[config.mk]
export PLATFORM = sky130hd
export DESIGN_NAME = timed_linear_actuator_controller_unit_flat
export DESIGN_NICKNAME = d
export VERILOG_FILES = /design/src/design/tlac_pkg.sv /design/src/design/tlac_if.sv /design/src/design/timed_linear_actuator_controller_unit.sv /design/src/design/tlac_core.sv /design/src/design/tlac_out_reg.sv /design/src/flat_wrapper.sv
export SDC_FILE = /design/constraint.sdc
export NUM_CORES = 1
export LEC_CHECK = 0
export BUFFER_PORTS_ARGS = -buffer_cell sky130_fd_sc_hd__buf_2
export CAP_MARGIN = 15
export CORE_AREA = 2 2 102 65
export CTS_BUF_LIST = sky130_fd_sc_hd__clkbuf_2
export DETAILED_ROUTE_END_ITERATION = 12
export DIE_AREA = 0 0 104 67
export PLACE_DENSITY = 0.78
export SLEW_MARGIN = 20
export SYNTH_ARGS = -nofsm -noshare
export SYNTH_HDL_FRONTEND = slang
export SYNTH_SLANG_ARGS = --single-unit
[constraint.sdc]
create_clock -name clk -period 3.3 [get_ports clk]
set_input_delay 0.165 -clock clk [delete_from_list [all_inputs] [get_ports clk]]
set_output_delay 0.165 -clock clk [all_outputs]
set_load 0.02 [all_outputs]
[src/design/tlac_pkg.sv]
`timescale 1ns / 1ps

package tlac_pkg;

  localparam int unsigned TravelWidth  = 16;
  localparam int unsigned ElapsedWidth = 17;
  localparam logic [ElapsedWidth-1:0] ElapsedMax = {ElapsedWidth{1'b1}};

  // Input word opcode.
  localparam logic OP_MOVE = 1'b0;
  localparam logic OP_TICK = 1'b1;

  localparam logic [TravelWidth-1:0] TravelReset = TravelWidth'(10);

  // Position codes as reported on the result word.
  typedef enum logic [2:0] {
    POS_OFF        = 3'd0,
    POS_EXTENDED   = 3'd1,
    POS_EXTENDING  = 3'd2,
    POS_RETRACTING = 3'd3,
    POS_RETRACTED  = 3'd4
  } pos_t;

  typedef struct packed {
    logic       drive_extend;
    logic       drive_retract;
    logic [2:0] position_state;
    logic       position_changed;
  } result_t;

endpackage

[src/design/tlac_if.sv]
`timescale 1ns / 1ps

interface tlac_in_if;
  logic valid;
  logic ready;
  logic op;
  logic command_extend;

  modport source (output valid, output op, output command_extend, input ready);
  modport sink (input valid, input op, input command_extend, output ready);
endinterface

interface tlac_out_if;
  logic       valid;
  logic       ready;
  logic       drive_extend;
  logic       drive_retract;
  logic [2:0] position_state;
  logic       position_changed;

  modport source (output valid, output drive_extend, output drive_retract,
                  output position_state, output position_changed, input ready);
  modport sink (input valid, input drive_extend, input drive_retract,
                input position_state, input position_changed, output ready);
endinterface

interface tlac_cfg_if;
  logic        valid;
  logic        ready;
  logic [15:0] data;

  modport source (output valid, output data, input ready);
  modport sink (input valid, input data, output ready);
endinterface

[src/design/timed_linear_actuator_controller_unit.sv]
`timescale 1ns / 1ps

// Channel   Direction  Payload
// in_ch     sink       op, command_extend
// out_ch    source     drive_extend, drive_retract, position_state, position_changed
// cfg_ch    sink       data (travel_seconds)
//
// The result word of each input word is registered and appears on the cycle
// after acceptance. One word can be accepted every cycle unless in_ch stalls.
// The only storage between the sides is the result register: in_ch stalls only
// while a result is held and out_ch.ready is low.
// Reset (rst_n low, synchronous) sets position off, timer stopped, travel 10.
// cfg_ch is always ready; writes take effect for the next accepted word.

module timed_linear_actuator_controller_unit (
  input  logic        clk,
  input  logic        rst_n,
  tlac_in_if.sink     in_ch,
  tlac_out_if.source  out_ch,
  tlac_cfg_if.sink    cfg_ch
);

  logic              can_load;
  logic              accept;
  tlac_pkg::result_t result;

  assign in_ch.ready  = can_load;
  assign accept       = in_ch.valid && can_load;
  assign cfg_ch.ready = 1'b1;

  tlac_core u_core (
    .clk            (clk),
    .rst_n          (rst_n),
    .accept         (accept),
    .op             (in_ch.op),
    .command_extend (in_ch.command_extend),
    .cfg_we         (cfg_ch.valid),
    .cfg_data       (cfg_ch.data),
    .result         (result)
  );

  tlac_out_reg u_out (
    .clk      (clk),
    .rst_n    (rst_n),
    .load     (accept),
    .result   (result),
    .can_load (can_load),
    .out_ch   (out_ch)
  );

endmodule

[src/design/tlac_core.sv]
`timescale 1ns / 1ps

module tlac_core (
  input  logic                                clk,
  input  logic                                rst_n,
  input  logic                                accept,
  input  logic                                op,
  input  logic                                command_extend,
  input  logic                                cfg_we,
  input  logic [tlac_pkg::TravelWidth-1:0]    cfg_data,
  output tlac_pkg::result_t                   result
);

  logic [tlac_pkg::TravelWidth-1:0]  travel_r;
  tlac_pkg::pos_t                    pos_r, pos_nxt;
  tlac_pkg::pos_t                    goal_r, goal_nxt;
  logic [tlac_pkg::ElapsedWidth-1:0] elapsed_r, elapsed_nxt, elapsed_inc;
  logic                              running_r, running_nxt;
  logic                              go;

  always_comb begin
    unique case (pos_r)
      tlac_pkg::POS_EXTENDED,
      tlac_pkg::POS_EXTENDING:  go = !command_extend;
      tlac_pkg::POS_RETRACTED,
      tlac_pkg::POS_RETRACTING: go = command_extend;
      default:                  go = 1'b1;
    endcase
  end

  assign elapsed_inc = (elapsed_r == tlac_pkg::ElapsedMax) ? elapsed_r
                                                           : elapsed_r + 1'b1;

  always_comb begin
    pos_nxt     = pos_r;
    goal_nxt    = goal_r;
    elapsed_nxt = elapsed_r;
    running_nxt = running_r;
    if (accept) begin
      if (op == tlac_pkg::OP_MOVE) begin
        if (go) begin
          goal_nxt    = command_extend ? tlac_pkg::POS_EXTENDED : tlac_pkg::POS_RETRACTED;
          pos_nxt     = command_extend ? tlac_pkg::POS_EXTENDING : tlac_pkg::POS_RETRACTING;
          elapsed_nxt = '0;
          running_nxt = 1'b1;
        end
      end else if (running_r) begin
        elapsed_nxt = elapsed_inc;
        if (elapsed_inc > {1'b0, travel_r}) begin
          running_nxt = 1'b0;
          pos_nxt     = goal_r;
        end
      end
    end
  end

  // The last reported position always equals the held position, so a change
  // is seen by comparing against the current state.
  always_comb begin
    result.drive_extend     = (pos_nxt == tlac_pkg::POS_EXTENDING);
    result.drive_retract    = (pos_nxt == tlac_pkg::POS_RETRACTING);
    result.position_state   = pos_nxt;
    result.position_changed = (pos_nxt != pos_r);
  end

  always_ff @(posedge clk) begin
    if (!rst_n) begin
      travel_r  <= tlac_pkg::TravelReset;
      pos_r     <= tlac_pkg::POS_OFF;
      goal_r    <= tlac_pkg::POS_OFF;
      elapsed_r <= '0;
      running_r <= 1'b0;
    end else begin
      if (cfg_we) begin
        travel_r <= cfg_data;
      end
      pos_r     <= pos_nxt;
      goal_r    <= goal_nxt;
      elapsed_r <= elapsed_nxt;
      running_r <= running_nxt;
    end
  end

  a_idle_not_moving: assert property (@(posedge clk) disable iff (!rst_n)
    !running_r |-> (pos_r != tlac_pkg::POS_EXTENDING && pos_r != tlac_pkg::POS_RETRACTING))
    else $error("actuator in motion with timer stopped");

  a_idle_tick_stable: assert property (@(posedge clk) disable iff (!rst_n)
    (accept && op == tlac_pkg::OP_TICK && !running_r) |=> $stable(pos_r))
    else $error("tick while idle changed the position");

  a_start_clears_timer: assert property (@(posedge clk) disable iff (!rst_n)
    (accept && op == tlac_pkg::OP_MOVE && go) |=> (running_r && elapsed_r == '0))
    else $error("move start did not restart the timer");

  a_running_has_goal: assert property (@(posedge clk) disable iff (!rst_n)
    running_r |-> (goal_r == tlac_pkg::POS_EXTENDED || goal_r == tlac_pkg::POS_RETRACTED))
    else $error("timer running without a goal");

endmodule

[src/design/tlac_out_reg.sv]
`timescale 1ns / 1ps

module tlac_out_reg (
  input  logic              clk,
  input  logic              rst_n,
  input  logic              load,
  input  tlac_pkg::result_t result,
  output logic              can_load,
  tlac_out_if.source        out_ch
);

  logic              valid_r;
  tlac_pkg::result_t data_r;

  // A new word may enter whenever the register is empty or the held one leaves in the same cycle.
  assign can_load = !valid_r || out_ch.ready;

  always_ff @(posedge clk) begin
    if (!rst_n) begin
      valid_r <= 1'b0;
    end else if (can_load) begin
      valid_r <= load;
    end
  end

  always_ff @(posedge clk) begin
    if (load) begin
      data_r <= result;
    end
  end

  assign out_ch.valid            = valid_r;
  assign out_ch.drive_extend     = data_r.drive_extend;
  assign out_ch.drive_retract    = data_r.drive_retract;
  assign out_ch.position_state   = data_r.position_state;
  assign out_ch.position_changed = data_r.position_changed;

  a_hold_stalled: assert property (@(posedge clk) disable iff (!rst_n)
    (valid_r && !out_ch.ready) |=> (valid_r && $stable(data_r)))
    else $error("stalled result word was lost or changed");

  a_no_load_when_full: assert property (@(posedge clk) disable iff (!rst_n)
    load |-> can_load)
    else $error("result loaded while output register blocked");

  a_load_sets_valid: assert property (@(posedge clk) disable iff (!rst_n)
    load |=> valid_r)
    else $error("loaded result not presented");

endmodule

[src/flat_wrapper.sv]
// flat-port wrapper written by rule: the top's interface ports become plain ports
module timed_linear_actuator_controller_unit_flat 
  (clk, rst_n, in_ch_valid, in_ch_op, in_ch_command_extend, in_ch_ready, out_ch_valid, out_ch_drive_extend, out_ch_drive_retract, out_ch_position_state, out_ch_position_changed, out_ch_ready, cfg_ch_valid, cfg_ch_data, cfg_ch_ready);
  tlac_in_if in_ch_i ();
  tlac_out_if out_ch_i ();
  tlac_cfg_if cfg_ch_i ();
  input  logic clk;
  input  logic rst_n;
  input wire logic [$bits(in_ch_i.valid)-1:0] in_ch_valid;
  input wire logic [$bits(in_ch_i.op)-1:0] in_ch_op;
  input wire logic [$bits(in_ch_i.command_extend)-1:0] in_ch_command_extend;
  output wire logic [$bits(in_ch_i.ready)-1:0] in_ch_ready;
  output wire logic [$bits(out_ch_i.valid)-1:0] out_ch_valid;
  output wire logic [$bits(out_ch_i.drive_extend)-1:0] out_ch_drive_extend;
  output wire logic [$bits(out_ch_i.drive_retract)-1:0] out_ch_drive_retract;
  output wire logic [$bits(out_ch_i.position_state)-1:0] out_ch_position_state;
  output wire logic [$bits(out_ch_i.position_changed)-1:0] out_ch_position_changed;
  input wire logic [$bits(out_ch_i.ready)-1:0] out_ch_ready;
  input wire logic [$bits(cfg_ch_i.valid)-1:0] cfg_ch_valid;
  input wire logic [$bits(cfg_ch_i.data)-1:0] cfg_ch_data;
  output wire logic [$bits(cfg_ch_i.ready)-1:0] cfg_ch_ready;
  assign in_ch_i.valid = in_ch_valid;
  assign in_ch_i.op = in_ch_op;
  assign in_ch_i.command_extend = in_ch_command_extend;
  assign in_ch_ready = in_ch_i.ready;
  assign out_ch_valid = out_ch_i.valid;
  assign out_ch_drive_extend = out_ch_i.drive_extend;
  assign out_ch_drive_retract = out_ch_i.drive_retract;
  assign out_ch_position_state = out_ch_i.position_state;
  assign out_ch_position_changed = out_ch_i.position_changed;
  assign out_ch_i.ready = out_ch_ready;
  assign cfg_ch_i.valid = cfg_ch_valid;
  assign cfg_ch_i.data = cfg_ch_data;
  assign cfg_ch_ready = cfg_ch_i.ready;
  timed_linear_actuator_controller_unit u_core (.clk(clk), .rst_n(rst_n), .in_ch(in_ch_i), .out_ch(out_ch_i), .cfg_ch(cfg_ch_i));
endmodule
==> reports/qor.json, run 1 <==
{
  "rsz0062_at_grt": "yes",
  "detailed_route_drc_error_count": 0,
  "timing.hold.worst_path_depth": 3,
  "detailedRoute.firstIterationViolations": 185,
  "critPathMaxStageDelay_ns": 0.42,
  "synth-edff-count": 6,
  "synthesis.instances": 327,
  "yosys.area.top_type_share": 0.274,
  "grt_start_max_net_pins": 35,
  "timing.reg2reg.setup_slack_ns": -0.19,
  "core_area_um2": 5950,
  "setup_violations": 8,
  "wire_length_of_the_first_global_routing_pass_mm": 13.1,
  "clock_sink_total": 46,
  "ys_warn_count": 0,
  "max-cap-violations": 0,
  "max_slew_margin": 0.577,
  "least_margin_pin_slew_ns": 0.631,
  "syn_avg_cell_area_um2": 8.95,
  "place.port_buffers": 30,
  "seq_area_um2": 997,
  "synth.ff_latch_count": 46,
  "sort_of_element_at_the_start_of_the_critical_path": "flop",
  "drt_pass1_iterations": 5,
  "mappedNetlistArea_um2": 2930,
  "end_kind": "flop",
  "chipWidth_um": 104,
  "postSynth.asyncResetShare": 0,
  "antenna_violations_before_repair": 0,
  "grt_pass1_vias": 2668,
  "run_status": "complete, but fails checks",
  "timing_worst_setup_path_type": "flop to flop",
  "synth_nets": 367,
  "r2r-start": "u_core.u_core.elapsed_r[5]",
  "ys_dominant_reg_cell": "sky130_fd_sc_hd__dfxtp_1",
  "power.density_nw_per_um2": 271,
  "layout_min_cycle_time_ns": 3.49,
  "numCtsBuffers": 5,
  "failed_checks": "negative setup slack",
  "series_of_cell_instances_along_the_critical_path": "nand4_4 -> nor4_4 -> buf_4 -> nand2_1 -> mux2_4 -> ha_1 -> nand4_1 -> buf_4 -> nand4bb_4 -> buf_4 -> o211ai_2 -> o211ai_4 -> mux2_4 -> nor4_2",
  "place_worst_setup_slack_ns": -0.622,
  "min-delay-path-class": "input pin to flop",
  "synth_top_cell_by_area": "sky130_fd_sc_hd__dfxtp_1",
  "synth_cell_type_count": 67,
  "antennaDiodeCount": 0,
  "post-route-period-util": 1.06,
  "yosys-top-cells-area": "sky130_fd_sc_hd__dfxtp_1 27%, sky130_fd_sc_hd__ha_1 7.3%, sky130_fd_sc_hd__edfxtp_1 6.2%, sky130_fd_sc_hd__mux2i_1 5.8%, sky130_fd_sc_hd__nor2b_1 3.6%",
  "cp_top_family": "simple AND/OR/NAND/NOR gates",
  "data_arrival_time_of_the_worst_path_ns": 3.82,
  "routedWlPerCell_um": 15.4,
  "worstSetupPathDepth": 14,
  "highest_net_fanout_along_the_worst_path": 5,
  "hold_slack_ns": 0.179,
  "detailed_place_hpwl_mm": 5.40,
  "place_congestion": 0.873,
  "max_freq_mhz": 287,
  "cts_htree_levels": 2,
  "worst_r2r_endpoint": "u_core.u_out.out_ch.drive_retract",
  "post_layout_utilization_of_the_core": 0.656,
  "slowest_stage": "sky130_fd_sc_hd__dfxtp_2",
  "power_uw": 1060,
  "worst_path_most_repeated_cell": "sky130_fd_sc_hd__buf_4",
  "clk_pin_slew_worst_paths_ns": 0.26,
  "power.leakage_uw": 0.00168,
  "post_drt_via_cell_ratio": 5.43,
  "placement_row_count": 22,
  "finalMaxSlewViolations": 0,
  "fillers": 490,
  "crit_buf_inv": 3,
  "drive_above_1_share": 0.325,
  "route.vias.total": 2727,
  "clock_skew_ns": 0.0297,
  "clock_insertion_delay_worst_skew_ns": 0.47,
  "cts_tree": "built",
  "multiInputGateArea_um2": 1890,
  "timing.final.ws_setup_ns": -0.188,
  "seq_area_frac_synth": 0.335,
  "start_util": 0.492,
  "i_o_pin_count": 32,
  "drtAntennaViolNets": 0,
  "dieHeight_um": 67,
  "design.final.nets": 457,
  "timing.critical_path.required_ns": 3.63,
  "hold_violations": 0,
  "cts_max_path_buffers": 2,
  "tns_ns": -0.853,
  "die-area_um2": 6970,
  "worst_ir_drop_on_vdd_v": 0.000168,
  "ff2ff_path_depth": 14,
  "min_delay_worst_endpoint": "u_core.u_core.goal_r[2]",
  "syn2layout_area_growth_pct": 33.3,
  "total_track_usage": 0.241,
  "grt_overflow": 0,
  "clock_tree.root_cell": "sky130_fd_sc_hd__clkbuf_2",
  "min_from": "rst_n",
  "wl_mm": 7.71
}
-- power breakdown --
part           leakage [uW]  total (uW)  internal [uW]  switching (uW)
logic               0.00126         192           94.7            97.6
clock network     0.0000331         258           52.8             205
registers          0.000393         605            591            14.6
total               0.00168        1060            738             317
-- timing repair --
item,CTS,global route
setup endpoints to repair,10,10
hold buffers,19,1
setup buffers,3,3
resized for setup,29,2
pin swaps,14,4
endpoints found under the hold margin,19,1
-- metal layers --
layer | up-vias | part of all wire | global-route usage | wire, um
li1 | 1361 | - | - | -
met1 | 1244 | 0.48 | 0.317 | 3670
met2 | 95 | 0.44 | 0.392 | 3380
met3 | 27 | 0.056 | 0.0499 | 433
met4 | 0 | 0.030 | 0.0946 | 235
met5 | - | 0 | 0 | 0
-- cell usage in the layout, fill, tap and decap left out, drive strengths merged, types with 11 or more instances in the layout --
cell type	Yosys	routed
buf	10	84
dfxtp	40	40
inv	23	24
o21ai	22	22
dlygate4sd3	0	20
nand2	19	19
mux2i	17	17
nor2b	17	17
ha	17	17
nor2	14	14
a21oi	14	14
xnor2	11	11
-- worst max-delay path by stage --
stage	endpoint	slack (ns)	startpoint
6_report	u_core.u_out.out_ch.drive_retract	-0.19	u_core.u_core.elapsed_r[5]
5_1_grt	u_core.u_out.out_ch.drive_extend	-0.30	u_core.u_core.elapsed_r[5]
4_1_cts	u_core.u_out.out_ch.drive_retract	-0.12	u_core.u_core.elapsed_r[7]
3_5_place_dp	u_core.u_out.out_ch.drive_retract	-0.62	u_core.u_core.elapsed_r[0]
3_3_place_gp	u_core.u_out.out_ch.drive_retract	-0.43	u_core.u_core.elapsed_r[0]
2_1_floorplan	u_core.u_out.out_ch.drive_retract	-0.16	u_core.u_core.elapsed_r[1]
-- cells by family after synthesis --
group	count (synthesis)	synth area share
fa+ha+maj	17	0.0727
simple gates	98	0.210
other cells	1	0.00128
buf+inv	45	0.0667
mux	19	0.0684
flops	46	0.335
compound gates	85	0.198
xor+xnor	16	0.0479
-- worst reg2reg max path, delay by kind of cell (launching register included) --
family	cells	cell delay, ns
compound gates	2	0.21
fa+ha+maj	1	0.29
buf+inv	3	0.56
flops	1	0.42
mux	2	0.66
simple gates	6	1.22
-- final cells by class --
type | count | area share
clock buffers | 5 | 0.00642
well taps | 84 | 0.0269
multi-input cells | 236 | 0.485
repair buffers | 104 | 0.198
inverters | 24 | 0.0231
clock inverters | 3 | 0.00481
flip-flops and latches | 46 | 0.256
-- synth_stat cells (all sizes together) (11+ instances only) --
| cell | number |
|---|---|
| clkbuf | 11 |
| ha | 17 |
| dfxtp | 40 |
| nand2 | 19 |
| mux2i | 17 |
| o21ai | 22 |
| xnor2 | 11 |
| a21oi | 14 |
| inv | 23 |
| nor2b | 17 |
| nor2 | 14 |
-- through the flow --
step / std cells / area [um^2]
after floorplan: 327 / 2950
final: 502 / 3900
after detailed placement: 469 / 3480
after global placement: 469 / 3480
after CTS: 498 / 3860
after global routing: 502 / 3900
-- state kept, by name, indices dropped and copies added (netlist names) --
| signal | cells |
|---|---|
| u_core.u_out.out_ch.position_state | 3 |
| u_core.u_out.out_ch.drive_extend | 1 |
| u_core.u_core.elapsed_r | 17 |
| u_core.u_core.running_r | 1 |
| u_core.u_core.goal_r | 2 |
| u_core.u_core.travel_r | 16 |
| u_core.u_out.out_ch.position_changed | 1 |
| u_core.u_out.out_ch.drive_retract | 1 |
| u_core.u_out.out_ch.valid | 1 |
| u_core.u_core.pos_r | 3 |
Note: power is estimated with default switching activity, not from simulation.
==> run 2, diff against run 1 <==
Settings changed: CORE_AREA 2 2 102 65 to 4 4 102 66, DIE_AREA 0 0 104 67 to 0 0 106 70, SYNTH_HIERARCHICAL set to 1.
==> reports/qor.json, run 2 <==
{
  "run_status": "complete, but fails checks",
  "failed_checks": "negative setup slack",
  "antenna_violations_before_repair": {"value": 0, "change": "unchanged"},
  "tns": {"value": -2.11, "unit": "ns", "change": "-1.26 ns"},
  "synth_commonest_cells": "40 x sky130_fd_sc_hd__dfxtp_1, 32 x sky130_fd_sc_hd__nor2_1, 22 x sky130_fd_sc_hd__inv_1, 22 x sky130_fd_sc_hd__nand2_1, 17 x sky130_fd_sc_hd__ha_1",
  "start_util": {"value": 0.481, "change": "-0.0109"},
  "end_kind": "flop",
  "grt_overflow": {"value": 0, "change": "unchanged"},
  "seq_area_frac_synth": {"value": 0.349, "change": "+0.0140"},
  "postSynth.asyncResetShare": {"value": 0, "change": "unchanged"},
  "rsz0062_at_grt": "yes",
  "syn_avg_cell_area": {"value": 8.78, "unit": "um^2", "change": "-1.9%"},
  "ys_dominant_reg_cell": "sky130_fd_sc_hd__dfxtp_1",
  "synthesis.instances": {"value": 320, "change": "-2.1%"},
  "wl": {"value": 7.67, "unit": "mm", "change": "-0.49%"},
  "numPlacedInstances": {"value": 456, "change": "-2.8%"},
  "detailedRoute.firstIterationViolations": {"value": 205, "change": "+11%"},
  "setup_violations": {"value": 9, "change": "+1"},
  "data_arrival_time_of_the_worst_path": {"value": 3.84, "unit": "ns", "change": "+0.02 ns"},
  "place.port_buffers": {"value": 30, "change": "unchanged"},
  "chipWidth": {"value": 106, "unit": "um", "change": "+1.9%"},
  "layout_min_cycle_time": {"value": 3.61, "unit": "ns", "change": "+0.127 ns"},
  "route.vias.total": {"value": 2752, "change": "+0.92%"},
  "yosys.area.top_type_share": {"value": 0.285, "change": "+0.0115"},
  "cts_max_path_buffers": {"value": 2, "change": "unchanged"},
  "post_drt_via_cell_ratio": {"value": 5.64, "change": "+3.8%"},
  "critPathMaxStageDelay": {"value": 0.49, "unit": "ns", "change": "+0.07 ns"},
  "power.leakage": {"value": 0.00165, "unit": "uW", "change": "-1.8%"},
  "register_name_with_the_most_flops": "u_core/u_core/elapsed_r",
  "dieHeight": {"value": 70, "unit": "um", "change": "+4.5%"},
  "design.final.nets": {"value": 443, "change": "-3.1%"},
  "clk_pin_slew_worst_paths": {"value": 0.26, "unit": "ns", "change": "about the same"},
  "routedWlPerCell": {"value": 15.7, "unit": "um", "change": "+2.4%"},
  "wire_length_of_the_first_global_routing_pass": {"value": 12.4, "unit": "mm", "change": "-4.9%"},
  "yosys-top-cells-area": "sky130_fd_sc_hd__dfxtp_1 29%, sky130_fd_sc_hd__ha_1 7.6%, sky130_fd_sc_hd__edfxtp_1 6.4%, sky130_fd_sc_hd__mux2i_1 5.3%, sky130_fd_sc_hd__nor2_1 4.3%",
  "series_of_cell_instances_along_the_critical_path": "nand4_4 -> nor4_4 -> buf_4 -> nand2_4 -> and4_4 -> and3_4 -> xor2_2 -> ha_1 -> nand4_1 -> or4_4 -> nand2_2 -> o21a_1 -> a41oi_2 -> o32ai_4 -> nor3b_2",
  "i_o_pin_count": {"value": 32, "change": "unchanged"},
  "finalMaxSlewViolations": {"value": 0, "change": "unchanged"},
  "layout_top_registers": "u_core/u_core/elapsed_r (17), u_core/u_core/travel_r (16)",
  "timing.final.ws_setup": {"value": -0.314, "unit": "ns", "change": "-0.127 ns"},
  "synth-edff-count": {"value": 6, "change": "unchanged"},
  "least_margin_pin_slew": {"value": 0.630, "unit": "ns", "change": "-0.00111 ns"},
  "min-delay-path-class": "input pin to flop",
  "numCtsBuffers": {"value": 5, "change": "unchanged"},
  "drtAntennaViolNets": {"value": 0, "change": "unchanged"},
  "synthMostInstantiatedCell": "sky130_fd_sc_hd__dfxtp_1",
  "total_track_usage": {"value": 0.207, "change": "-0.0344"},
  "power.density": {"value": 284, "unit": "nW/um^2", "change": "+5.0%"},
  "clock_tree.root_cell": "sky130_fd_sc_hd__clkbuf_2",
  "worst_ir_drop_on_vdd": {"value": 0.000130, "unit": "V", "change": "-23%"},
  "synth.ff_latch_count": {"value": 46, "change": "unchanged"},
  "synth_top_cell_by_area": "sky130_fd_sc_hd__dfxtp_1",
  "max_slew_margin": {"value": 0.578, "change": "+0.00103"},
  "clock_insertion_delay_worst_skew": {"value": 0.43, "unit": "ns", "change": "-0.04 ns"},
  "antennaDiodeCount": {"value": 0, "change": "unchanged"},
  "mappedNetlistArea": {"value": 2810, "unit": "um^2", "change": "-4.0%"},
  "grt_start_max_net_pins": {"value": 27, "change": "-23%"},
  "cts_htree_levels": {"value": 2, "change": "unchanged"},
  "drt_pass1_iterations": {"value": 5, "change": "unchanged"},
  "die-area": {"value": 7420, "unit": "um^2", "change": "+6.5%"},
  "highest_net_fanout_along_the_worst_path": {"value": 5, "change": "unchanged"},
  "synth_cell_type_count": {"value": 68, "change": "+1.5%"},
  "synth_nets": {"value": 360, "change": "-1.9%"},
  "detailed_place.area": {"value": 3310, "unit": "um^2", "change": "-5.0%"},
  "place_congestion": {"value": 0.945, "change": "+8.3%"},
  "post-route-period-util": {"value": 1.10, "change": "+0.0384"},
  "sort_of_element_at_the_start_of_the_critical_path": "flop",
  "clock_sink_total": {"value": 46, "change": "unchanged"},
  "leading_cell_type_in_the_layout_fill_and_taps_excluded": "sky130_fd_sc_hd__buf_4",
  "max-cap-violations": {"value": 0, "change": "unchanged"},
  "ys_warn_count": {"value": 6, "change": "+6"},
  "filler_free_cell_count_of_the_finished_design": {"value": 488, "change": "-2.8%"},
  "cts_tree": "built",
  "clock_skew": {"value": 0.0338, "unit": "ns", "change": "+0.00412 ns"},
  "timing_worst_setup_path_type": "flop to flop",
  "drive_above_1_share": {"value": 0.327, "change": "+0.00137"},
  "max_freq": {"value": 277, "unit": "MHz", "change": "-3.5%"},
  "timing.critical_path.required": {"value": 3.52, "unit": "ns", "change": "-0.11 ns"},
  "syn2layout_area_growth_pct": 31.9,
  "grt_pass1_vias": {"value": 2559, "change": "-4.1%"},
  "placement_row_count": {"value": 22, "change": "unchanged"},
  "max_reg_flops": {"value": 17, "change": "unchanged"},
  "hold_violations": {"value": 0, "change": "unchanged"},
  "design_area_final": {"value": 3700, "unit": "um^2", "change": "-5.0%"},
  "slowest_stage": "sky130_fd_sc_hd__or4_4",
  "detailed_place_hpwl": {"value": 5.47, "unit": "mm", "change": "+1.4%"},
  "detailed_route_drc_error_count": {"value": 0, "change": "unchanged"},
  "layout_common_cells": "45 x sky130_fd_sc_hd__buf_4, 31 x sky130_fd_sc_hd__dfxtp_1, 30 x sky130_fd_sc_hd__buf_2",
  "core_area": {"value": 5840, "unit": "um^2", "change": "-1.9%"}
}
==> run 2: changes by cell type after synthesis, moves of 5 or more <==
cell	before	now
sky130_fd_sc_hd__a21boi_0	6	0
sky130_fd_sc_hd__o21ai_0	21	5
sky130_fd_sc_hd__nor2b_1	17	4
sky130_fd_sc_hd__a32o_1	0	5
sky130_fd_sc_hd__nor2_1	14	32
sky130_fd_sc_hd__and4_1	6	1
sky130_fd_sc_hd__o21ai_1	0	6
sky130_fd_sc_hd__a31oi_1	10	5
==> run 2: cell type report <==
cell class              instances  area, um^2
clock inverters                 3        21.3
inverters                      24        90.1
flip-flops and latches         46         997
clock buffers                   5        25.0
multi-input cells             233        1800
fillers                       493        2130
well taps                      84         105
repair buffers                 93         669
==> run 2: critical path, delay by kind of cell, from the launching register on <==
family	cells	cell delay [ns]
compound gates	3	0.54
xor+xnor	1	0.15
buf+inv	1	0.19
fa+ha+maj	1	0.30
flops	1	0.41
simple gates	9	1.81
==> run 2: repair_timing <==
action	in CTS	in global routing
buffers inserted	1	6
endpoints found under the setup margin	10	10
hold endpoints to repair	17	0
gates resized for setup	10	18
hold buffers	17	0
pin swaps	10	7
==> run 2: routing by layer <==
metal	up-vias	routed length, um	track usage	share of wire
met4	0	116	0.0532	0.015
met2	137	3280	0.310	0.43
li1	1316	-	-	-
met5	-	0	0	0
met3	18	726	0.0609	0.095
met1	1281	3550	0.290	0.46
==> run 2: where the power goes <==
| part | total [uW] | leakage, uW | switching [uW] | internal [uW] |
|---|---|---|---|---|
| Clock | 243 | 0.0000289 | 191 | 52.1 |
| Combinational | 204 | 0.00123 | 114 | 89.5 |
| Sequential | 606 | 0.000392 | 15.1 | 591 |
| Total | 1050 | 0.00165 | 320 | 733 |
==> run 2: kinds of logic after synthesis <==
logic type,share of synthesized area
mux,0.0575
simple gates,0.231
xor+xnor,0.0499
other cells,0.00134
compound gates,0.176
fa+ha+maj,0.0757
buf+inv,0.0592
flops,0.349
==> run 2: stage by stage <==
stage	power [uW]	setup WS (ns)	hold slack (ns)	util
after floorplan	729	-0.268	0.295	-
final	1050	-0.314	0.110	0.635
after detailed placement	788	-0.364	0.394	0.567
after CTS	1050	-0.169	0.0846	0.612
after global routing	1110	-0.441	0.0565	0.635
after global placement	784	-0.258	0.382	0.567
==> run 2: path summary, 6_finish.rpt <==
kind / slack (ns) / from / end / cells after the start
min: 0.11 / rst_n / u_core/u_core/travel_r[3] / 2
min reg2reg: 0.50 / u_core/u_core/goal_r[2] / u_core/u_core/goal_r[2] / 2
max: -0.31 / u_core/u_core/elapsed_r[7] / u_core/u_out/out_ch.drive_extend / 15
max reg2reg: -0.31 / u_core/u_core/elapsed_r[7] / u_core/u_out/out_ch.drive_extend / 15
